$ cat src/sv/i2csb_pkg.sv
// i2csb_pkg: shared types and constants of the single-byte I2C master.
// No dependencies; compiled first.
`default_nettype none

package i2csb_pkg;

    // Default build values
    localparam int BUS_FREE_TRIES_DEF   = 100;
    localparam int MAJORITY_SAMPLES_DEF = 5;

    // Field widths
    localparam int ADDR_W = 7;
    localparam int HALF_W = 10;
    localparam int CFG_W  = 10;
    localparam int BYTE_W = 8;
    localparam int BIT_W  = 4;

    // Register reset values and the delay counter limit
    localparam logic [ADDR_W-1:0] ADDR_RST = 7'd47;
    localparam logic [HALF_W-1:0] HALF_RST = 10'd30;
    localparam logic [HALF_W-1:0] DELAY_MAX = 10'd1023;

    // Configuration register indexes
    typedef enum logic {
        CFG_SLAVE_ADDR  = 1'b0,
        CFG_HALF_PERIOD = 1'b1
    } t_cfg_idx;

    // Command codes
    localparam logic [1:0] OP_TICK  = 2'd0;
    localparam logic [1:0] OP_WRITE = 2'd1;
    localparam logic [1:0] OP_READ  = 2'd2;

    // Status codes
    localparam logic [1:0] ST_OK        = 2'd0;
    localparam logic [1:0] ST_BUS_BUSY  = 2'd1;
    localparam logic [1:0] ST_ADDR_NACK = 2'd2;
    localparam logic [1:0] ST_DATA_NACK = 2'd3;

    typedef enum logic [4:0] {
        PH_IDLE       = 5'd0,
        PH_ST_SDA_HI  = 5'd1,
        PH_ST_SCL_HI  = 5'd2,
        PH_ST_CHECK   = 5'd3,
        PH_ST_SDA_LO  = 5'd4,
        PH_ST_SCL_LO  = 5'd5,
        PH_ST_GAP     = 5'd6,
        PH_TX_SCL_LO  = 5'd7,
        PH_TX_SDA     = 5'd8,
        PH_TX_SCL_HI  = 5'd9,
        PH_ACK_SCL_LO = 5'd10,
        PH_ACK_SDA_HI = 5'd11,
        PH_ACK_SCL_HI = 5'd12,
        PH_ACK_END    = 5'd13,
        PH_RX_SCL_LO  = 5'd14,
        PH_RX_SCL_HI  = 5'd15,
        PH_RX_SAMPLE  = 5'd16,
        PH_NK_SCL_LO  = 5'd17,
        PH_NK_SDA_HI  = 5'd18,
        PH_NK_SCL_HI  = 5'd19,
        PH_NK_END     = 5'd20,
        PH_SP_SDA_LO  = 5'd21,
        PH_SP_SCL_LO  = 5'd22,
        PH_SP_SCL_HI  = 5'd23,
        PH_SP_SDA_HI  = 5'd24
    } t_phase;

endpackage

`default_nettype wire

$ cat src/sv/i2csb_in_if.sv
// i2csb_in_if: tick channel into the I2C master (command, data byte, SDA sample).
// Valid/ready handshake; no dependencies.
`default_nettype none

interface i2csb_in_if;
    logic       valid;
    logic       ready;
    logic [1:0] opcode;
    logic [7:0] write_data;
    logic       sda_in;

    modport source (output valid, output opcode, output write_data, output sda_in,
                    input ready);
    modport sink   (input valid, input opcode, input write_data, input sda_in,
                    output ready);
endinterface

`default_nettype wire

$ cat src/sv/i2csb_out_if.sv
// i2csb_out_if: per-tick result channel of the I2C master (pin drives, status).
// Valid/ready handshake; no dependencies.
`default_nettype none

interface i2csb_out_if;
    logic       valid;
    logic       ready;
    logic       scl_out;
    logic       sda_out;
    logic       busy_res;
    logic       done_res;
    logic [1:0] status;
    logic [7:0] read_data;

    modport source (output valid, output scl_out, output sda_out, output busy_res,
                    output done_res, output status, output read_data, input ready);
    modport sink   (input valid, input scl_out, input sda_out, input busy_res,
                    input done_res, input status, input read_data, output ready);
endinterface

`default_nettype wire

$ cat src/sv/i2c_single_byte_master.sv
// Single-byte I2C master. Each transfer on i_in is one bus tick: it carries the
// sampled SDA level and, while idle, an optional write or read command. Every
// tick yields one result transfer on o_out with the SCL/SDA drives, busy, a
// one-tick done pulse, the last status and the last byte read. One tick is
// taken per clock cycle; the sequencer state is updated in the same cycle the
// tick is accepted and the result sits in a single output register, so a new
// tick is accepted whenever that register is empty or being drained. Timing on
// the bus is counted in ticks (half_period_ticks per phase), not clock cycles.
// Depends on i2csb_pkg, i2csb_in_if and i2csb_out_if.
`default_nettype none

module i2c_single_byte_master #(
    parameter int BUS_FREE_TRIES   = i2csb_pkg::BUS_FREE_TRIES_DEF,
    parameter int MAJORITY_SAMPLES = i2csb_pkg::MAJORITY_SAMPLES_DEF
) (
    input  wire                       i_clk,
    input  wire                       i_rst_n,
    input  wire                       i_cfg_we,
    input  wire                       i_cfg_idx,
    input  wire [i2csb_pkg::CFG_W-1:0] i_cfg_data,
    i2csb_in_if.sink                  i_in,
    i2csb_out_if.source               o_out
);
    import i2csb_pkg::*;

    localparam int FT_W = (BUS_FREE_TRIES > 2) ? $clog2(BUS_FREE_TRIES) : 1;
    localparam int HS_W = $clog2(MAJORITY_SAMPLES + 1);
    localparam logic [FT_W-1:0]   FT_LIMIT = FT_W'(BUS_FREE_TRIES - 1);
    localparam logic [HS_W-1:0]   HS_HALF  = HS_W'(MAJORITY_SAMPLES / 2);
    localparam logic [HALF_W-1:0] MAJ_CNT  = HALF_W'(MAJORITY_SAMPLES);

    // Configuration
    logic [ADDR_W-1:0] r_slave_address;
    logic [HALF_W-1:0] r_half_period;

    // Sequencer state
    t_phase            r_phase, n_phase;
    logic [HALF_W-1:0] r_delay, n_delay;
    logic [BIT_W-1:0]  r_bit_idx, n_bit_idx;
    logic [BYTE_W-1:0] r_shift, n_shift;
    logic [HS_W-1:0]   r_high_cnt, n_high_cnt;
    logic [FT_W-1:0]   r_free_tries, n_free_tries;
    logic              r_is_read, n_is_read;
    logic [1:0]        r_status, n_status;
    logic [BYTE_W-1:0] r_rx_byte, n_rx_byte;
    logic              r_scl, n_scl;
    logic              r_sda, n_sda;
    logic [BYTE_W-1:0] r_data_hold, n_data_hold;
    logic              r_second, n_second;
    logic [1:0]        r_pend, n_pend;
    logic              n_done;

    // Output register
    logic              r_out_valid;
    logic              r_out_scl;
    logic              r_out_sda;
    logic              r_out_busy;
    logic              r_out_done;
    logic [1:0]        r_out_status;
    logic [BYTE_W-1:0] r_out_rx;

    logic              in_ready;
    logic              in_xfer;
    logic [HALF_W-1:0] half_eff;
    logic [HALF_W-1:0] delay_inc;
    logic              delay_done;
    logic              go;
    t_phase            go_phase;
    logic [FT_W-1:0]   tries_inc;
    logic [HS_W-1:0]   high_inc;
    logic [BIT_W-1:0]  bit_inc;

    // no transfer is taken while reset is held
    assign in_ready = i_rst_n && (!r_out_valid || o_out.ready);
    assign in_xfer  = i_in.valid && in_ready;
    assign i_in.ready = in_ready;

    assign half_eff   = (r_half_period == '0) ? HALF_W'(1) : r_half_period;
    assign delay_inc  = (r_delay < DELAY_MAX) ? r_delay + HALF_W'(1) : r_delay;
    assign delay_done = delay_inc >= half_eff;
    assign tries_inc  = r_free_tries + FT_W'(1);
    assign high_inc   = r_high_cnt + HS_W'(i_in.sda_in);
    assign bit_inc    = r_bit_idx + BIT_W'(1);

    always_comb begin
        n_phase      = r_phase;
        n_delay      = r_delay;
        n_bit_idx    = r_bit_idx;
        n_shift      = r_shift;
        n_high_cnt   = r_high_cnt;
        n_free_tries = r_free_tries;
        n_is_read    = r_is_read;
        n_status     = r_status;
        n_rx_byte    = r_rx_byte;
        n_scl        = r_scl;
        n_sda        = r_sda;
        n_data_hold  = r_data_hold;
        n_second     = r_second;
        n_pend       = r_pend;
        n_done       = 1'b0;
        go           = 1'b0;
        go_phase     = PH_IDLE;

        case (r_phase)
            PH_IDLE: begin
                if (i_in.opcode == OP_WRITE || i_in.opcode == OP_READ) begin
                    n_is_read   = (i_in.opcode == OP_READ);
                    n_data_hold = i_in.write_data;
                    n_second    = 1'b0;
                    n_pend      = ST_OK;
                    n_bit_idx   = '0;
                    n_shift     = {r_slave_address, i_in.opcode == OP_READ};
                    go          = 1'b1;
                    go_phase    = PH_ST_SDA_HI;
                end
            end
            PH_ST_CHECK: begin
                if (i_in.sda_in) begin
                    go       = 1'b1;
                    go_phase = PH_ST_SDA_LO;
                end else begin
                    n_free_tries = tries_inc;
                    if (tries_inc >= FT_LIMIT) begin
                        n_phase  = PH_IDLE;
                        n_delay  = '0;
                        n_done   = 1'b1;
                        n_status = ST_BUS_BUSY;
                    end
                end
            end
            PH_RX_SAMPLE: begin
                n_high_cnt = high_inc;
                n_delay    = r_delay + HALF_W'(1);
                if (n_delay >= MAJ_CNT) begin
                    n_shift   = {r_shift[BYTE_W-2:0], high_inc > HS_HALF};
                    n_bit_idx = bit_inc;
                    go        = 1'b1;
                    go_phase  = (bit_inc < BIT_W'(BYTE_W)) ? PH_RX_SCL_LO : PH_NK_SCL_LO;
                end
            end
            PH_ST_SDA_HI, PH_ST_SCL_HI, PH_ST_SDA_LO, PH_ST_SCL_LO, PH_ST_GAP,
            PH_TX_SCL_LO, PH_TX_SDA, PH_TX_SCL_HI, PH_ACK_SCL_LO, PH_ACK_SDA_HI,
            PH_ACK_SCL_HI, PH_ACK_END, PH_RX_SCL_LO, PH_RX_SCL_HI, PH_NK_SCL_LO,
            PH_NK_SDA_HI, PH_NK_SCL_HI, PH_NK_END, PH_SP_SDA_LO, PH_SP_SCL_LO,
            PH_SP_SCL_HI, PH_SP_SDA_HI: begin
                n_delay = delay_inc;
                if (delay_done) begin
                    go = 1'b1;
                    case (r_phase)
                        PH_ST_SDA_HI:  go_phase = PH_ST_SCL_HI;
                        PH_ST_SCL_HI:  go_phase = PH_ST_CHECK;
                        PH_ST_SDA_LO:  go_phase = PH_ST_SCL_LO;
                        PH_ST_SCL_LO:  go_phase = PH_ST_GAP;
                        PH_ST_GAP: begin
                            n_bit_idx = '0;
                            go_phase  = PH_TX_SCL_LO;
                        end
                        PH_TX_SCL_LO:  go_phase = PH_TX_SDA;
                        PH_TX_SDA:     go_phase = PH_TX_SCL_HI;
                        PH_TX_SCL_HI: begin
                            n_bit_idx = bit_inc;
                            go_phase  = (bit_inc < BIT_W'(BYTE_W)) ? PH_TX_SCL_LO
                                                                   : PH_ACK_SCL_LO;
                        end
                        PH_ACK_SCL_LO: go_phase = PH_ACK_SDA_HI;
                        PH_ACK_SDA_HI: go_phase = PH_ACK_SCL_HI;
                        PH_ACK_SCL_HI: begin
                            // ACK sampled on the last tick of SCL high
                            n_pend   = !i_in.sda_in ? ST_OK
                                     : (r_second ? ST_DATA_NACK : ST_ADDR_NACK);
                            go_phase = PH_ACK_END;
                        end
                        PH_ACK_END: begin
                            if (r_pend != ST_OK || r_second) begin
                                go_phase = PH_SP_SDA_LO;
                            end else if (r_is_read) begin
                                n_bit_idx = '0;
                                n_shift   = '0;
                                go_phase  = PH_RX_SCL_LO;
                            end else begin
                                n_second  = 1'b1;
                                n_bit_idx = '0;
                                n_shift   = r_data_hold;
                                go_phase  = PH_TX_SCL_LO;
                            end
                        end
                        PH_RX_SCL_LO:  go_phase = PH_RX_SCL_HI;
                        PH_RX_SCL_HI:  go_phase = PH_RX_SAMPLE;
                        PH_NK_SCL_LO:  go_phase = PH_NK_SDA_HI;
                        PH_NK_SDA_HI:  go_phase = PH_NK_SCL_HI;
                        PH_NK_SCL_HI:  go_phase = PH_NK_END;
                        PH_NK_END: begin
                            n_pend   = ST_OK;
                            go_phase = PH_SP_SDA_LO;
                        end
                        PH_SP_SDA_LO:  go_phase = PH_SP_SCL_LO;
                        PH_SP_SCL_LO:  go_phase = PH_SP_SCL_HI;
                        PH_SP_SCL_HI:  go_phase = PH_SP_SDA_HI;
                        PH_SP_SDA_HI: begin
                            go       = 1'b0;
                            n_phase  = PH_IDLE;
                            n_delay  = '0;
                            n_done   = 1'b1;
                            n_status = r_pend;
                            if (r_pend == ST_OK && r_is_read) begin
                                n_rx_byte = r_shift;
                            end
                        end
                        default: go = 1'b0;
                    endcase
                end
            end
            default: n_phase = PH_IDLE;
        endcase

        // Entering a phase: restart the delay and apply the phase's pin drive, counter clear or shift
        if (go) begin
            n_phase = go_phase;
            n_delay = '0;
            case (go_phase)
                PH_ST_SDA_HI:  n_sda = 1'b1;
                PH_ST_SCL_HI:  n_scl = 1'b1;
                PH_ST_CHECK:   n_free_tries = '0;
                PH_ST_SDA_LO:  n_sda = 1'b0;
                PH_ST_SCL_LO:  n_scl = 1'b0;
                PH_TX_SCL_LO:  n_scl = 1'b0;
                PH_TX_SDA: begin
                    n_sda   = n_shift[BYTE_W-1];
                    n_shift = {n_shift[BYTE_W-2:0], 1'b0};
                end
                PH_TX_SCL_HI:  n_scl = 1'b1;
                PH_ACK_SCL_LO: n_scl = 1'b0;
                PH_ACK_SDA_HI: n_sda = 1'b1;
                PH_ACK_SCL_HI: n_scl = 1'b1;
                PH_ACK_END:    n_scl = 1'b0;
                PH_RX_SCL_LO: begin
                    n_scl = 1'b0;
                    n_sda = 1'b1;
                end
                PH_RX_SCL_HI: begin
                    n_scl      = 1'b1;
                    n_high_cnt = '0;
                end
                PH_NK_SCL_LO:  n_scl = 1'b0;
                PH_NK_SDA_HI:  n_sda = 1'b1;
                PH_NK_SCL_HI:  n_scl = 1'b1;
                PH_NK_END:     n_scl = 1'b0;
                PH_SP_SDA_LO:  n_sda = 1'b0;
                PH_SP_SCL_LO:  n_scl = 1'b0;
                PH_SP_SCL_HI:  n_scl = 1'b1;
                PH_SP_SDA_HI:  n_sda = 1'b1;
                default: ;
            endcase
        end
    end

    always_ff @(posedge i_clk) begin
        if (!i_rst_n) begin
            r_slave_address <= ADDR_RST;
            r_half_period   <= HALF_RST;
        end else if (i_cfg_we) begin
            case (t_cfg_idx'(i_cfg_idx))
                CFG_SLAVE_ADDR:  r_slave_address <= i_cfg_data[ADDR_W-1:0];
                CFG_HALF_PERIOD: r_half_period   <= i_cfg_data[HALF_W-1:0];
                default: ;
            endcase
        end
    end

    always_ff @(posedge i_clk) begin
        if (!i_rst_n) begin
            r_phase      <= PH_IDLE;
            r_delay      <= '0;
            r_bit_idx    <= '0;
            r_shift      <= '0;
            r_high_cnt   <= '0;
            r_free_tries <= '0;
            r_is_read    <= 1'b0;
            r_status     <= ST_OK;
            r_rx_byte    <= '0;
            r_scl        <= 1'b1;
            r_sda        <= 1'b1;
            r_data_hold  <= '0;
            r_second     <= 1'b0;
            r_pend       <= ST_OK;
        end else if (in_xfer) begin
            r_phase      <= n_phase;
            r_delay      <= n_delay;
            r_bit_idx    <= n_bit_idx;
            r_shift      <= n_shift;
            r_high_cnt   <= n_high_cnt;
            r_free_tries <= n_free_tries;
            r_is_read    <= n_is_read;
            r_status     <= n_status;
            r_rx_byte    <= n_rx_byte;
            r_scl        <= n_scl;
            r_sda        <= n_sda;
            r_data_hold  <= n_data_hold;
            r_second     <= n_second;
            r_pend       <= n_pend;
        end
    end

    always_ff @(posedge i_clk) begin
        if (!i_rst_n) begin
            r_out_valid <= 1'b0;
        end else if (in_xfer) begin
            r_out_valid <= 1'b1;
        end else if (o_out.ready) begin
            r_out_valid <= 1'b0;
        end
    end

    always_ff @(posedge i_clk) begin
        if (in_xfer) begin
            r_out_scl    <= n_scl;
            r_out_sda    <= n_sda;
            r_out_busy   <= (n_phase != PH_IDLE);
            r_out_done   <= n_done;
            r_out_status <= n_status;
            r_out_rx     <= n_rx_byte;
        end
    end

    assign o_out.valid     = r_out_valid;
    assign o_out.scl_out   = r_out_scl;
    assign o_out.sda_out   = r_out_sda;
    assign o_out.busy_res  = r_out_busy;
    assign o_out.done_res  = r_out_done;
    assign o_out.status    = r_out_status;
    assign o_out.read_data = r_out_rx;

endmodule

`default_nettype wire

$ cat src/flat_wrapper.sv
// flat-port wrapper written by rule: the top's interface ports become plain ports
module i2c_single_byte_master_flat import i2csb_pkg::*;
#(
    parameter int BUS_FREE_TRIES   = i2csb_pkg::BUS_FREE_TRIES_DEF,
    parameter int MAJORITY_SAMPLES = i2csb_pkg::MAJORITY_SAMPLES_DEF
)
  (i_clk, i_rst_n, i_cfg_we, i_cfg_idx, i_cfg_data, i_in_valid, i_in_opcode, i_in_write_data, i_in_sda_in, i_in_ready, o_out_valid, o_out_scl_out, o_out_sda_out, o_out_busy_res, o_out_done_res, o_out_status, o_out_read_data, o_out_ready);
  i2csb_in_if i_in_i ();
  i2csb_out_if o_out_i ();
  input  wire i_clk;
  input  wire i_rst_n;
  input  wire i_cfg_we;
  input  wire i_cfg_idx;
  input  wire [i2csb_pkg::CFG_W-1:0] i_cfg_data;
  input wire logic [$bits(i_in_i.valid)-1:0] i_in_valid;
  input wire logic [$bits(i_in_i.opcode)-1:0] i_in_opcode;
  input wire logic [$bits(i_in_i.write_data)-1:0] i_in_write_data;
  input wire logic [$bits(i_in_i.sda_in)-1:0] i_in_sda_in;
  output wire logic [$bits(i_in_i.ready)-1:0] i_in_ready;
  output wire logic [$bits(o_out_i.valid)-1:0] o_out_valid;
  output wire logic [$bits(o_out_i.scl_out)-1:0] o_out_scl_out;
  output wire logic [$bits(o_out_i.sda_out)-1:0] o_out_sda_out;
  output wire logic [$bits(o_out_i.busy_res)-1:0] o_out_busy_res;
  output wire logic [$bits(o_out_i.done_res)-1:0] o_out_done_res;
  output wire logic [$bits(o_out_i.status)-1:0] o_out_status;
  output wire logic [$bits(o_out_i.read_data)-1:0] o_out_read_data;
  input wire logic [$bits(o_out_i.ready)-1:0] o_out_ready;
  assign i_in_i.valid = i_in_valid;
  assign i_in_i.opcode = i_in_opcode;
  assign i_in_i.write_data = i_in_write_data;
  assign i_in_i.sda_in = i_in_sda_in;
  assign i_in_ready = i_in_i.ready;
  assign o_out_valid = o_out_i.valid;
  assign o_out_scl_out = o_out_i.scl_out;
  assign o_out_sda_out = o_out_i.sda_out;
  assign o_out_busy_res = o_out_i.busy_res;
  assign o_out_done_res = o_out_i.done_res;
  assign o_out_status = o_out_i.status;
  assign o_out_read_data = o_out_i.read_data;
  assign o_out_i.ready = o_out_ready;
  i2c_single_byte_master #(.BUS_FREE_TRIES(BUS_FREE_TRIES), .MAJORITY_SAMPLES(MAJORITY_SAMPLES)) u_core (.i_clk(i_clk), .i_rst_n(i_rst_n), .i_cfg_we(i_cfg_we), .i_cfg_idx(i_cfg_idx), .i_cfg_data(i_cfg_data), .i_in(i_in_i), .o_out(o_out_i));
endmodule
$ cat config.mk
export PLATFORM = sky130hd
export DESIGN_NAME = i2c_single_byte_master_flat
export DESIGN_NICKNAME = d
export VERILOG_FILES = /design/src/sv/i2csb_pkg.sv /design/src/sv/i2csb_in_if.sv /design/src/sv/i2csb_out_if.sv /design/src/sv/i2c_single_byte_master.sv /design/src/flat_wrapper.sv
export SDC_FILE = /design/constraint.sdc
export NUM_CORES = 1
export LEC_CHECK = 0
export BUFFER_PORTS_ARGS = -buffer_cell sky130_fd_sc_hd__buf_2
export CAP_MARGIN = 5
export CELL_PAD_IN_SITES_DETAIL_PLACEMENT = 0
export CELL_PAD_IN_SITES_GLOBAL_PLACEMENT = 1
export CORE_MARGIN = 1
export CORE_UTILIZATION = 40
export DETAILED_ROUTE_END_ITERATION = 8
export GPL_TIMING_DRIVEN = 0
export PLACE_DENSITY_LB_ADDON = 0.1
export SYNTH_ARGS = -nofsm -noshare
export SYNTH_HDL_FRONTEND = slang
export SYNTH_SLANG_ARGS = --single-unit
$ cat constraint.sdc
create_clock -name i_clk -period 8.05 [get_ports i_clk]
set_input_delay 1.61 -clock i_clk [delete_from_list [all_inputs] [get_ports i_clk]]
set_output_delay 1.61 -clock i_clk [all_outputs]
set_load 0.01 [all_outputs]
# ---- After elaboration in Yosys (flattened, before gate mapping)
# Cells that the tools add are included.
dict set report classes {
  add_sub_neg 4
  magnitude_cmp 6
  eq_ne 59
  n_mux 84
  bitwise_logic 1
  n_reduce_logical 30
}
# cell count
set ops {}
lappend ops {{$pmux 5 s21} 1}
lappend ops {{$mux 8} 12}
lappend ops {{$eq 5x5->1 const B} 17}
lappend ops {{$eq 5x4->1 const B} 16}
lappend ops {{$mux 10} 7}
lappend ops {{$mux 5} 9}
lappend ops {{$eq 5x3->1 const B} 7}
lappend ops {{$pmux 10 s3} 1}
lappend ops {{$mux 7} 4}
lappend ops {{$mux 4} 6}
lappend ops {{$pmux 4 s3} 2}
lappend ops {{$pmux 8 s3} 1}
lappend ops {{$reduce_or 22->1} 1}
lappend ops {{$reduce_or 21->1} 1}
lappend ops {{$eq 5x2->1 const B} 4}
lappend ops {{$mux 1} 20}
lappend ops {{$pmux 5 s4} 1}
lappend ops {{$pmux 5 s3} 1}
lappend ops {{$mux 2} 7}
lappend ops {{$reduce_and 7->1} 2}
lappend ops {{$mux 3} 4}
lappend ops {{$pmux 2 s2} 3}
lappend ops {{$add 10x1->10 const B} 1}
lappend ops {{$eq 5x1->1 const B} 2}
lappend ops {{39 further kinds} 54}
dict set report totals {
  reg_bits 93
  in_bits 27
  word_cells 207
}

# ---- Depth between registers and ports, before layout
# Gate-level depths: netlist of the first run.
dict set report depth {
  word_depth 10
  depth_mapped 19
  mapped_depth_nobuf 16
}

# ---- Least setup slack after synthesis of the first run
# OpenSTA, ideal clock, no wires.
dict set report synth_path {
  kind {register to register}
  startpoint {reg u_core.r_delay[0]}
  endpoint {reg u_core.r_out_sda, in the netlist u_core.o_out.sda_out, data pin}
  setup_time_ps 259
  arrival_ps 4100
  setup_slack_ps 3690
  stages_incl_launch_ff 19
  cell_sequence {dfxtp_1 ha_1 and4_4 and4_1 nand3_1 clkbuf_1 xnor2_1 ha_1 or3b_2 o2111ai_1 and4_1 buf_2 or2_2 clkbuf_1 nor2_1 o311a_1 o21ai_0 o311ai_0 or2_1}
}
dict set report synth_between {
  elab_chain_len 9
  elab_cells_between_ends 26
  cone_classes {add/sub: 1; order compare: 3; eq/ne: 8; mux: 12; reduce/logical: 2}
}
# item line_no
set synth_lines {}
lappend synth_lines {{from (decl)} i2c_single_byte_master.sv:38} ;# logic [HALF_W-1:0] r_delay, n_delay;
lappend synth_lines {{from (signal assigned)} i2c_single_byte_master.sv:288} ;# r_delay <= n_delay;
lappend synth_lines {{$add 10x1->10 / $lt 10x10->1 (equally long branches)} {i2c_single_byte_master.sv:79, i2c_single_byte_master.sv:133}}
lappend synth_lines {{$mux 10} i2c_single_byte_master.sv:79} ;# assign delay_inc = (r_delay < DELAY_MAX) ? r_delay + HALF_W'(1) : r_delay;
lappend synth_lines {{$ge 10x10->1} i2c_single_byte_master.sv:80} ;# assign delay_done = delay_inc >= half_eff;
lappend synth_lines {{$mux 5} i2c_single_byte_master.sv:147} ;# if (delay_done) begin
lappend synth_lines {{$pmux 5 s4} i2c_single_byte_master.sv:104} ;# case (r_phase)
lappend synth_lines {{$eq 5x1->1 (tied with other cells)} i2c_single_byte_master.sv:220} ;# case (go_phase)
lappend synth_lines {{$reduce_or 5->1 (no source line) / $reduce_or 2->1 (equally long branches)} n/a}
lappend synth_lines {{$pmux 1 s3} i2c_single_byte_master.sv:220}
lappend synth_lines {{$mux 1 *} i2c_single_byte_master.sv:217} ;# if (go) begin
lappend synth_lines {{net u_core.n_sda} i2c_single_byte_master.sv:47} ;# logic r_sda, n_sda;
lappend synth_lines {{to (signal assigned)} i2c_single_byte_master.sv:317} ;# r_out_sda <= n_sda;
lappend synth_lines {{to (decl)} i2c_single_byte_master.sv:56} ;# logic r_out_sda;
# The timed path passes the listed nets; every way through them passes the cells marked *.
# A chain may end at the register's enable or synchronous reset.

# ---- Final worst setup path of the first run
dict set report layout_path {
  startpoint {reg u_core.r_delay[0]}
  endpoint {reg u_core.r_out_rx[7], in the netlist u_core.o_out.read_data[7], data pin}
}
dict set report layout_between {
  elab_chain_len 5
  elab_cells_between_ends 6
  cone_classes {add/sub: 1; order compare: 2; mux: 3}
}
# item line_no
set layout_lines {}
lappend layout_lines {{$add 10x1->10 / $lt 10x10->1 (equally long branches)} i2c_single_byte_master.sv:79}
lappend layout_lines {{$mux 10 *} i2c_single_byte_master.sv:79}
lappend layout_lines {{$ge 10x10->1 *} i2c_single_byte_master.sv:80}
lappend layout_lines {{$mux 8 *} i2c_single_byte_master.sv:147}
lappend layout_lines {{$mux 8 *} i2c_single_byte_master.sv:104}
lappend layout_lines {{net u_core.n_rx_byte[7]} i2c_single_byte_master.sv:45} ;# logic [BYTE_W-1:0] r_rx_byte, n_rx_byte;
lappend layout_lines {{to (signal assigned)} i2c_single_byte_master.sv:321} ;# r_out_rx <= n_rx_byte;
lappend layout_lines {{to (decl)} i2c_single_byte_master.sv:60} ;# logic [BYTE_W-1:0] r_out_rx;
# Marked as above.

==> results.yml, run 1 <==
status:
  status: "complete, no violations"
power_and_ir_drop:
  p_leak_nw: 2.492
  ir_worst_vdd_mv: 0.09519
  fin_total_pwr_mw: 1.081
  p_per_area_nw_per_um2: 168.3
timing:
  fin_ws_ns: 2.862
  relSlewSlack: 0.3023
  rsz0062_at_grt: "no"
  finalCritPeriodShare: 0.6445
  hold_viol: 0
  setup_violations: 0
  min_period_ns: 5.188
  hold_slack_ns: 0.4559
  slew_violations: 0
  tns_ns: 0
  tightestPinTransition_ns: 1.047
  fmax_ghz: 0.1927
  finalClockSkew_ns: 0.006484
synth:
  synth-main-ff-cell: "dfxtp_1"
  syn_avg_cell_area_sq_um: 7.967
  syn_nets: 756
  synth_xor_xnor_area_share: 0.02474
  yosys.area_share.simple: 0.2593
  ys_seq_area_frac: 0.3534
  syn_area_sq_um: 5664
  synth_top_family_by_area: "simple AND/OR/NAND/NOR gates"
  synth_edf_count: 14
  synthMuxAreaShare: 0.04528
  ys_ff_latch: 93
  yosys_warnings: 0
  ys_async_sr_fraction: 0
  syn_inst: 711
  synth.distinct_cells: 76
  synth_fa_ha_area_frac: 0.03976
  synth_compound_area_frac: 0.2324
routing:
  dr.pass1.iters: 7
  drc: 0
  routed_wl_um: 16660
  antenna_left: 0
  vias: 5385
  vias_per_cell: 5.674
  wl_per_cell_um: 17.56
  initialDrtViolationCount: 398
critical_path:
  required_ns: 8.15
  critical_path.endpoint: "u_core.o_out.read_data[7]"
  endpoint_kind: "flop"
  r2r_cells: 15
  worstSetupPathType: "reg2reg"
  cp-start-kind: "flop"
  r2r_start: "u_core.r_delay[0]"
  reg2reg_to: "u_core.o_out.read_data[7]"
  crit_path_max_fanout: 10
  crit_arrival_ns: 5.29
  r2r_setup_slack_ns: 2.86
  critPathLaunch: "u_core.r_delay[0]"
cts:
  root_buffer: "clkbuf_16"
  htree_levels: 3
  cts_buffers: 9
  cts_tree: "built"
  cts.sinks: 93
  cts_buffer_depth: 2
  post_cts_buffers: 0
  cts_hold_buf: 0
  insertion_delay_ns: 0.35
  clk_pin_slew_ns: 0.06
  cts_resized: 0
place:
  dp.final_hpwl_um: 12440
  post-place-ws_ns: 2.934
  gp_congestion: 0.9412
  io_buffers: 42
die:
  pin_count: 43
  fp.dieH_um: 121.0
  die_w_um: 121.0
  die_area_sq_um: 14640
  core-area_sq_um: 13830
  rows: 43
  initial_utilization: 0.4096
grt:
  antenna_found_initial: 0
  grt_max_degree: 24
  grt_pass1_vias: 5094
  grt_usage: 0.2406
  grt_overflow_total: 0
  grt_pass1_wl_um: 26880
layout:
  synthToLayoutAreaGrowth_pct: 13.36
  final_cell_mix: "134 x nand2_1, 79 x dfxtp_1, 57 x o21ai_0"
  fin_nets: 809
  final_common_cell: "nand2_1"
  num_antenna_cells: 0
  drive_above_1_share: 0.1209
hold_path:
  hold_class: "reg2reg"
flow_run:
  cap_violations: 0
-- Yosys cell counts (3+ instances only) --
master,count,share of area
and4_1,4,0.0062
mux2i_1,11,0.019
buf_6,3,0.0060
nor2_1,40,0.027
clkbuf_1,30,0.020
nand3_1,38,0.034
nand3b_1,5,0.0066
buf_2,3,0.0026
a22o_1,4,0.0062
and2_1,8,0.0088
nor2b_1,15,0.017
ha_1,18,0.040
o31ai_1,3,0.0040
xnor2_1,8,0.012
a221oi_1,6,0.0093
a21o_1,6,0.0080
o211ai_1,9,0.012
nand2_1,134,0.089
and3_1,8,0.0088
o2111ai_1,4,0.0062
inv_1,23,0.015
dfxtp_1,79,0.28
a21boi_0,26,0.034
a22oi_1,7,0.0093
nand2b_1,8,0.0088
o21ai_0,57,0.050
a211oi_1,6,0.0080
mux2_2,13,0.026
nor3_1,17,0.015
o21a_1,5,0.0066
or3_1,5,0.0055
a31oi_1,6,0.0066
a21oi_1,21,0.019
xor2_1,8,0.012
nand4_1,4,0.0044
edfxtp_1,14,0.074
-- layer usage --
layer / vias to the layer above / GRT usage / part of all wire
met5: - / 0 / 0
met2: 142 / 0.3843 / 0.46
li1: 2672 / - / -
met3: 44 / 0.03994 / 0.041
met4: 0 / 0.1173 / 0.037
met1: 2527 / 0.3135 / 0.46
-- critical path, stage by stage (launching register included) --
cell and delay, ns:
dfxtp_1 0.48, ha_1 0.38, and4_4 0.30, and4_1 0.27, nand3_1 0.13, clkbuf_1 0.27
o21ai_0 0.32, ha_1 0.22, or3b_2 0.12, o2111ai_1 0.10, and4_1 0.18, buf_2 0.18
nor2_1 0.36, nand3_1 0.30, nor4b_2 0.88, mux2_2 0.43
-- report_power, final --
part / internal [mW] / switching, mW
Sequential: 0.484 / 0.00955
Clock: 0.274 / 0.192
Combinational: 0.0430 / 0.0787
Total: 0.801 / 0.280
-- metrics by stage --
step | instances | util | cell area (sq um)
finish | 949 | 0.4644 | 6421
global route | 949 | 0.4644 | 6421
CTS | 949 | 0.4644 | 6421
detailed placement | 933 | 0.4411 | 6100
global placement | 933 | 0.4411 | 6100
floorplan | 711 | - | 5664
-- sequential cells by signal (all words and copies together), names as in the netlist, 5 cells and up --
register / cells
u_core.r_free_tries: 7
u_core.o_out.read_data: 8
u_core.r_delay: 10
u_core.r_phase: 5
u_core.r_rx_byte: 8
u_core.r_shift: 8
u_core.r_half_period: 10
u_core.r_slave_address: 7
u_core.r_data_hold: 8
-- kinds of logic (layout without fill, tap and decap cells) --
group,count (synthesis),count (layout)
buf+inv,61,119
simple gates,307,307
compound gates,192,192
fa+ha+maj,18,18
mux,24,24
flops,93,93
xor+xnor,16,16
-- final cells by class --
class                   count  area (sq um)
repair buffers             42         210.2
fillers                  1413          7406
well taps                 180         225.2
clock inverters             7         96.34
clock buffers               9         225.2
flip-flops and latches     93          2002
inverters                  24         90.09
plain buffers              37         165.2
multi-input cells         557          3407
-- worst min path at each step --
stage,end,start,slack (ns),depth (start not counted)
global placement,u_core.r_rx_byte[6],u_core.r_rx_byte[6],0.44,2
CTS,u_core.r_rx_byte[5],u_core.r_rx_byte[5],0.46,2
floorplan,u_core.r_rx_byte[0],u_core.r_rx_byte[0],0.43,2
detailed placement,u_core.r_rx_byte[5],u_core.r_rx_byte[5],0.45,2
global route,u_core.r_rx_byte[6],u_core.r_rx_byte[6],0.47,2
finish,u_core.r_rx_byte[5],u_core.r_rx_byte[5],0.46,2
Note: power is estimated with default switching activity, not from simulation.
==> run 2: changes to the inputs <==
--- a/config.mk
+++ b/config.mk
@@ -5,12 +5,13 @@
 export SDC_FILE = /design/constraint.sdc
 export NUM_CORES = 1
 export LEC_CHECK = 0
+export ABC_AREA = 1
 export BUFFER_PORTS_ARGS = -buffer_cell sky130_fd_sc_hd__buf_2
 export CAP_MARGIN = 5
 export CELL_PAD_IN_SITES_DETAIL_PLACEMENT = 0
 export CELL_PAD_IN_SITES_GLOBAL_PLACEMENT = 1
 export CORE_MARGIN = 1
-export CORE_UTILIZATION = 40
+export CORE_UTILIZATION = 39
 export DETAILED_ROUTE_END_ITERATION = 8
 export GPL_TIMING_DRIVEN = 0
 export PLACE_DENSITY_LB_ADDON = 0.1
==> constraint.sdc (replaced) <==
create_clock -name i_clk -period 4.4 [get_ports i_clk]
set_input_delay 0.88 -clock i_clk [delete_from_list [all_inputs] [get_ports i_clk]]
set_output_delay 0.88 -clock i_clk [all_outputs]
set_load 0.01 [all_outputs]
==> run 2 against run 1 <==
  * Register-to-register slack worse by 2.5 ns
  * Flip-flop and latch count is the same
  * Utilization is 0.64 points lower
  * Critical path depth rose by 6
  * Sequential share of layout area grew 0.073 points
  * Setup slack got worse by 2.5 ns
  * Total power up 84%
  * Die area is 2.0% higher
  * First-iteration DRC count is 1.5% lower
  * Clock skew grew 0.0064 ns
  * Sequential power grew 84%
  * Largest power group unchanged
==> results.yml, run 2 <==
synth:
  synthTopCellsByArea: "dfxtp_1 28%, nand2_1 14%, edfxtp_1 7.5%, inv_1 7.3%, o21ai_0 5.9%"
  syn_nets: 869
  synth-main-ff-cell: "dfxtp_1"
  synth_edf_count: 14
  synth.distinct_cells: 39
  synth_area_leader_cell: "dfxtp_1"
  syn_inst: 824
  syn_avg_cell_area_sq_um: 6.836
  syn_area_sq_um: 5633
  yosysMostFrequentCell: "nand2_1"
  synth_top_cell_area_share: 0.2808
  yosys_warnings: 0
  ys_async_sr_fraction: 0
  netlist_top_cells_count: "206 x nand2_1, 110 x inv_1, 79 x dfxtp_1, 66 x o21ai_0, 61 x nor2_1"
  ys_ff_latch: 93
  ys_seq_area_frac: 0.3554
cts:
  root_buffer: "clkbuf_16"
  insertion_delay_ns: 0.36
  cts_hold_buf: 0
  cts_tree: "built"
  cts_buffer_depth: 2
  clk_pin_slew_ns: 0.07
  cts.sinks: 93
  htree_levels: 3
  cts_buffers: 9
routing:
  initialDrtViolationCount: 392
  antenna_left: 0
  vias_per_cell: 5.253
  drc: 0
  vias: 5589
  dr.pass1.iters: 8
  wl_per_cell_um: 15.49
  routed_wl_um: 16490
critical_path:
  crit_arrival_ns: 4.32
  required_ns: 4.68
  cp-start-kind: "flop"
  endpoint_kind: "flop"
  crit_path_max_fanout: 10
  worstSetupPathType: "reg2reg"
die:
  core-area_sq_um: 13990
  die_w_um: 122.2
  pin_count: 43
  initial_utilization: 0.4027
  fp.dieH_um: 122.2
  rows: 43
  die_area_sq_um: 14930
power_and_ir_drop:
  fin_total_pwr_mw: 1.985
  p_leak_nw: 2.897
  p_sw_frac: 0.2865
  p_switching_uw: 568.8
  ir_worst_vdd_mv: 0.2195
  power_frac_comb: 0.124
  p_per_area_nw_per_um2: 309.9
  seq_power_share: 0.457
  p_int_mw: 1.417
  power_frac_clock: 0.419
place:
  dp.final_hpwl_um: 12470
  dpl_cell_area_sq_um: 6068
  gp_congestion: 0.9926
  io_buffers: 42
timing:
  fmax_ghz: 0.2475
  tns_ns: 0
  slew_violations: 0
  finalCritPeriodShare: 0.9183
  setup_violations: 0
  min_period_ns: 4.041
  hold_viol: 0
  tightestPinTransition_ns: 0.7092
  finalClockSkew_ns: 0.01293
  relSlewSlack: 0.5272
layout:
  final_cell_mix: "205 x nand2_1, 110 x inv_1, 79 x dfxtp_1"
  synthToLayoutAreaGrowth_pct: 13.73
  num_antenna_cells: 0
  drive_above_1_share: 0.1437
  reg_top3: "u_core.r_delay x10, u_core.r_half_period x10"
  final_common_cell: "nand2_1"
  finalInstanceArea_sq_um: 6406
  fin_util: 0.4580
  fin_nets: 924
grt:
  grt_max_degree: 24
  antenna_found_initial: 0
  grt_usage: 0.2294
  grt_pass1_vias: 5235
  grt_pass1_wl_um: 26110
  grt_overflow_total: 0
status:
  status: "complete, no violations"
flow_run:
  cap_violations: 0
hold_path:
  hold_class: "reg2reg"
-- run 2: changes by cell type after synthesis, moves of 15 or more --
cell,previous run,this run
a21boi_0,26,0
a21oi_1,21,51
clkbuf_1,30,12
inv_1,23,110
inv_2,0,18
nand2_1,134,206
nor2_1,40,61
nor2b_1,15,0
-- run 2: through the flow --
step                      hold slack, ns  worst slack (ns)  instances
after floorplan                   0.4292             1.245        824
after global placement            0.4493            0.1867       1046
after detailed placement          0.4462            0.1286       1046
after CTS                         0.4574           0.09238       1062
after global routing              0.4902          -0.01779       1064
final                             0.4560            0.3594       1064
-- run 2: logic make-up (layout without fill, tap and decap cells) --
kind of cell	Yosys count	in the layout	share of synthesized area
AND/OR/NAND/NOR	379	379	0.3099
AO/OA/AOI/OAI	175	175	0.1795
buffers and inverters	150	210	0.1013
flip-flops	93	93	0.3554
adder cells (fa/ha/maj)	18	18	0.03998
XOR/XNOR	9	9	0.01399
-- run 2: worst max-delay path, cell delays in order (launching register included) --
cell and delay (ns):
dfxtp_1 0.47, ha_1 0.26, nand2_2 0.09, nor2_4 0.19, nand3_2 0.11, nor3_1 0.15
inv_1 0.07, o21ai_0 0.36, inv_1 0.09, ha_1 0.30, inv_1 0.04, o21bai_1 0.12
nand3_1 0.08, nand4_1 0.19, buf_2 0.27, nand2_2 0.21, nor3_4 0.32, buf_2 0.27
nand2_1 0.08, o21ai_0 0.12, nand2_1 0.07, o21ai_0 0.08
-- run 2: power groups by stage --
stage / logic (mW) / clock network (mW) / registers [mW]
finish: 0.246 / 0.831 / 0.908
global route: 0.273 / 0.881 / 0.912
CTS: 0.243 / 0.851 / 0.908
detailed placement: 0.241 / 0 / 0.928
global placement: 0.239 / 0 / 0.927
floorplan: 0.161 / 0 / 0.926
-- run 2: layout make-up --
class | count | area (sq um)
Fill cell | 1504 | 7582
Multi-Input combinational cell | 581 | 3069
Sequential cell | 93 | 2002
Inverter | 132 | 495.5
Timing Repair Buffer | 44 | 229.0
Clock buffer | 9 | 225.2
Tap cell | 180 | 225.2
Clock inverter | 7 | 85.08
Buffer | 18 | 75.07
-- run 2: final timing paths --
kind,from,endpoint,slack (ns),cells after the start
worst max-delay path,u_core.r_delay[1],u_core.r_rx_byte[6],0.36,21
worst min-delay path,u_core.r_data_hold[5],u_core.r_data_hold[5],0.46,2
worst max register to register,u_core.r_delay[1],u_core.r_rx_byte[6],0.36,21
worst min register to register,u_core.r_data_hold[5],u_core.r_data_hold[5],0.46,2
-- run 2: metal layers --
| metal | vias up | GRT usage | share of wire |
|---|---|---|---|
| li1 | 2836 | - | - |
| met1 | 2553 | 0.3027 | 0.48 |
| met2 | 174 | 0.3701 | 0.44 |
| met3 | 26 | 0.05524 | 0.058 |
| met5 | - | 0 | 0 |
| met4 | 0 | 0.06631 | 0.018 |
-- run 2: what timing repair did --
item / CTS / global route
buffers inserted: 0 / 1
endpoints found under the setup margin: 0 / 16
gates resized for setup: 0 / 2
==> run 3: changes to the inputs <==
--- a/config.mk
+++ b/config.mk
@@ -14,7 +14,7 @@
 export CORE_UTILIZATION = 39
 export DETAILED_ROUTE_END_ITERATION = 8
 export GPL_TIMING_DRIVEN = 0
-export PLACE_DENSITY_LB_ADDON = 0.1
+export PLACE_DENSITY = 0.86
 export SYNTH_ARGS = -nofsm -noshare
 export SYNTH_HDL_FRONTEND = slang
 export SYNTH_SLANG_ARGS = --single-unit
==> run 3 against run 2 <==
  * Fmax grew 3.6%
  * Sequential share of layout area grew 0.055 points
  * Critical endpoint unchanged
  * Non-clock buffer count is the same
==> results.yml, run 3 (same netlist as run 2, synthesis figures left out) <==
timing:
  rsz0062_at_grt: "no"
  slew_violations: 0
  fin_ws_ns: 0.5015
  finalCritPeriodShare: 0.8860
  setup_violations: 0
  fmax_ghz: 0.2565
  hold_viol: 0
  tightestPinTransition_ns: 1.215
  hold_slack_ns: 0.4563
  min_period_ns: 3.899
  relSlewSlack: 0.1900
  finalClockSkew_ns: 0.01174
  tns_ns: 0
routing:
  antenna_left: 0
  initialDrtViolationCount: 305
  wl_per_cell_um: 14.21
  vias_per_cell: 5.158
  routed_wl_um: 15120
  vias: 5488
  drc: 0
  dr.pass1.iters: 5
layout:
  final_cell_mix: "205 x nand2_1, 110 x inv_1, 79 x dfxtp_1"
  reg_top3: "u_core.r_delay x10, u_core.r_half_period x10"
  fin_nets: 924
  drive_above_1_share: 0.1448
  fin_util: 0.4572
  final_common_cell: "nand2_1"
  num_antenna_cells: 0
  n_fill_cell: 1497
  synthToLayoutAreaGrowth_pct: 13.53
cts:
  cts_buffer_depth: 2
  cts_tree: "built"
  cts.sinks: 93
  cts_buffers: 9
  cts_hold_buf: 0
  insertion_delay_ns: 0.36
  htree_levels: 3
  clk_pin_slew_ns: 0.08
  root_buffer: "clkbuf_16"
grt:
  antenna_found_initial: 0
  grt_pass1_wl_um: 24740
  grt_max_degree: 24
  grt_pass1_vias: 4997
  grt_overflow_total: 0
  grt_usage: 0.2152
critical_path:
  worstSetupPathType: "reg2reg"
  endpoint_kind: "flop"
  cp-start-kind: "flop"
  path_buf_inv: 5
  slowest_delay_ns: 0.46
  required_ns: 4.69
  crit_arrival_ns: 4.19
  crit_path_max_fanout: 10
  crit_path_cell_trace: "ha_1 > nand2_2 > nor2_4 > nand3_2 > nor3_1 > inv_1 > o21ai_0 > inv_1 > ha_1 > inv_1 > o21bai_1 > nand3_1 > nand4_1 > clkbuf_4 > nand2_2 > nor3_4 > buf_2 > nand2_1 > o21ai_0 > nand2_1 > o21ai_0"
  crit_slowest_cell: "dfxtp_1"
  cp_top_family: "simple AND/OR/NAND/NOR gates"
power_and_ir_drop:
  fin_total_pwr_mw: 1.953
  ir_worst_vdd_mv: 0.1824
  p_per_area_nw_per_um2: 305.4
  p_leak_nw: 2.890
hold_path:
  hold_class: "reg2reg"
place:
  io_buffers: 42
  post-place-ws_ns: 0.2611
  dp.final_hpwl_um: 11550
  gp_congestion: 0.9097
die:
  core-area_sq_um: 13990
  die_w_um: 122.2
  rows: 43
  initial_utilization: 0.4027
  die_area_sq_um: 14930
  pin_count: 43
  fp.dieH_um: 122.2
status:
  status: "complete, no violations"
flow_run:
  cap_violations: 0
[run 3: final cells by class]
type | instances | area (sq um) | area share
timing repair buffer | 44 | 225.2 | 0.03522
clock inverter | 7 | 75.07 | 0.01174
tap | 180 | 225.2 | 0.03522
multi-input combinational | 581 | 3069 | 0.4799
clock buffer | 9 | 225.2 | 0.03522
inverter | 132 | 495.5 | 0.07748
sequential | 93 | 2002 | 0.3131
buffer | 18 | 77.57 | 0.01213
[run 3: report_power, final]
group / internal (mW) / switching (mW) / total, mW
Sequential: 0.892 / 0.0159 / 0.908
Combinational: 0.0743 / 0.166 / 0.240
Clock: 0.405 / 0.400 / 0.805
Total: 1.37 / 0.582 / 1.95
[run 3: path summary, 6_finish.rpt]
path / slack, ns / start / cells after the start / to
min: 0.46 / u_core.r_data_hold[4] / 2 / u_core.r_data_hold[4]
max: 0.50 / u_core.r_delay[0] / 21 / u_core.r_rx_byte[6]
max reg2reg: 0.50 / u_core.r_delay[0] / 21 / u_core.r_rx_byte[6]
min reg2reg: 0.46 / u_core.r_data_hold[4] / 2 / u_core.r_data_hold[4]
[run 3: per-stage QoR]
| stage | std cells | instance area [sq um] |
|---|---|---|
| CTS | 1062 | 6369 |
| detailed placement | 1046 | 6068 |
| global placement | 1046 | 6068 |
| finish | 1064 | 6395 |
| floorplan | 824 | 5633 |
| global route | 1064 | 6395 |
[run 3: repair_timing]
action,4_1_cts,5_1_grt
resized for setup,0,3
hold endpoints to repair,0,0
setup endpoints to repair,0,16
setup buffers,0,2
[run 3: worst min-delay path: stages (launching register included)]
cell and delay (ns):
dfxtp_1 0.30, inv_1 0.06, a21oi_1 0.05
[run 3: routing by layer]
metal,GRT usage,part of all wire,vias to the layer above
met5,0,0,-
met4,0.08384,0.017,0
met3,0.02575,0.040,20
met2,0.3263,0.44,131
met1,0.3089,0.51,2508
li1,-,-,2829
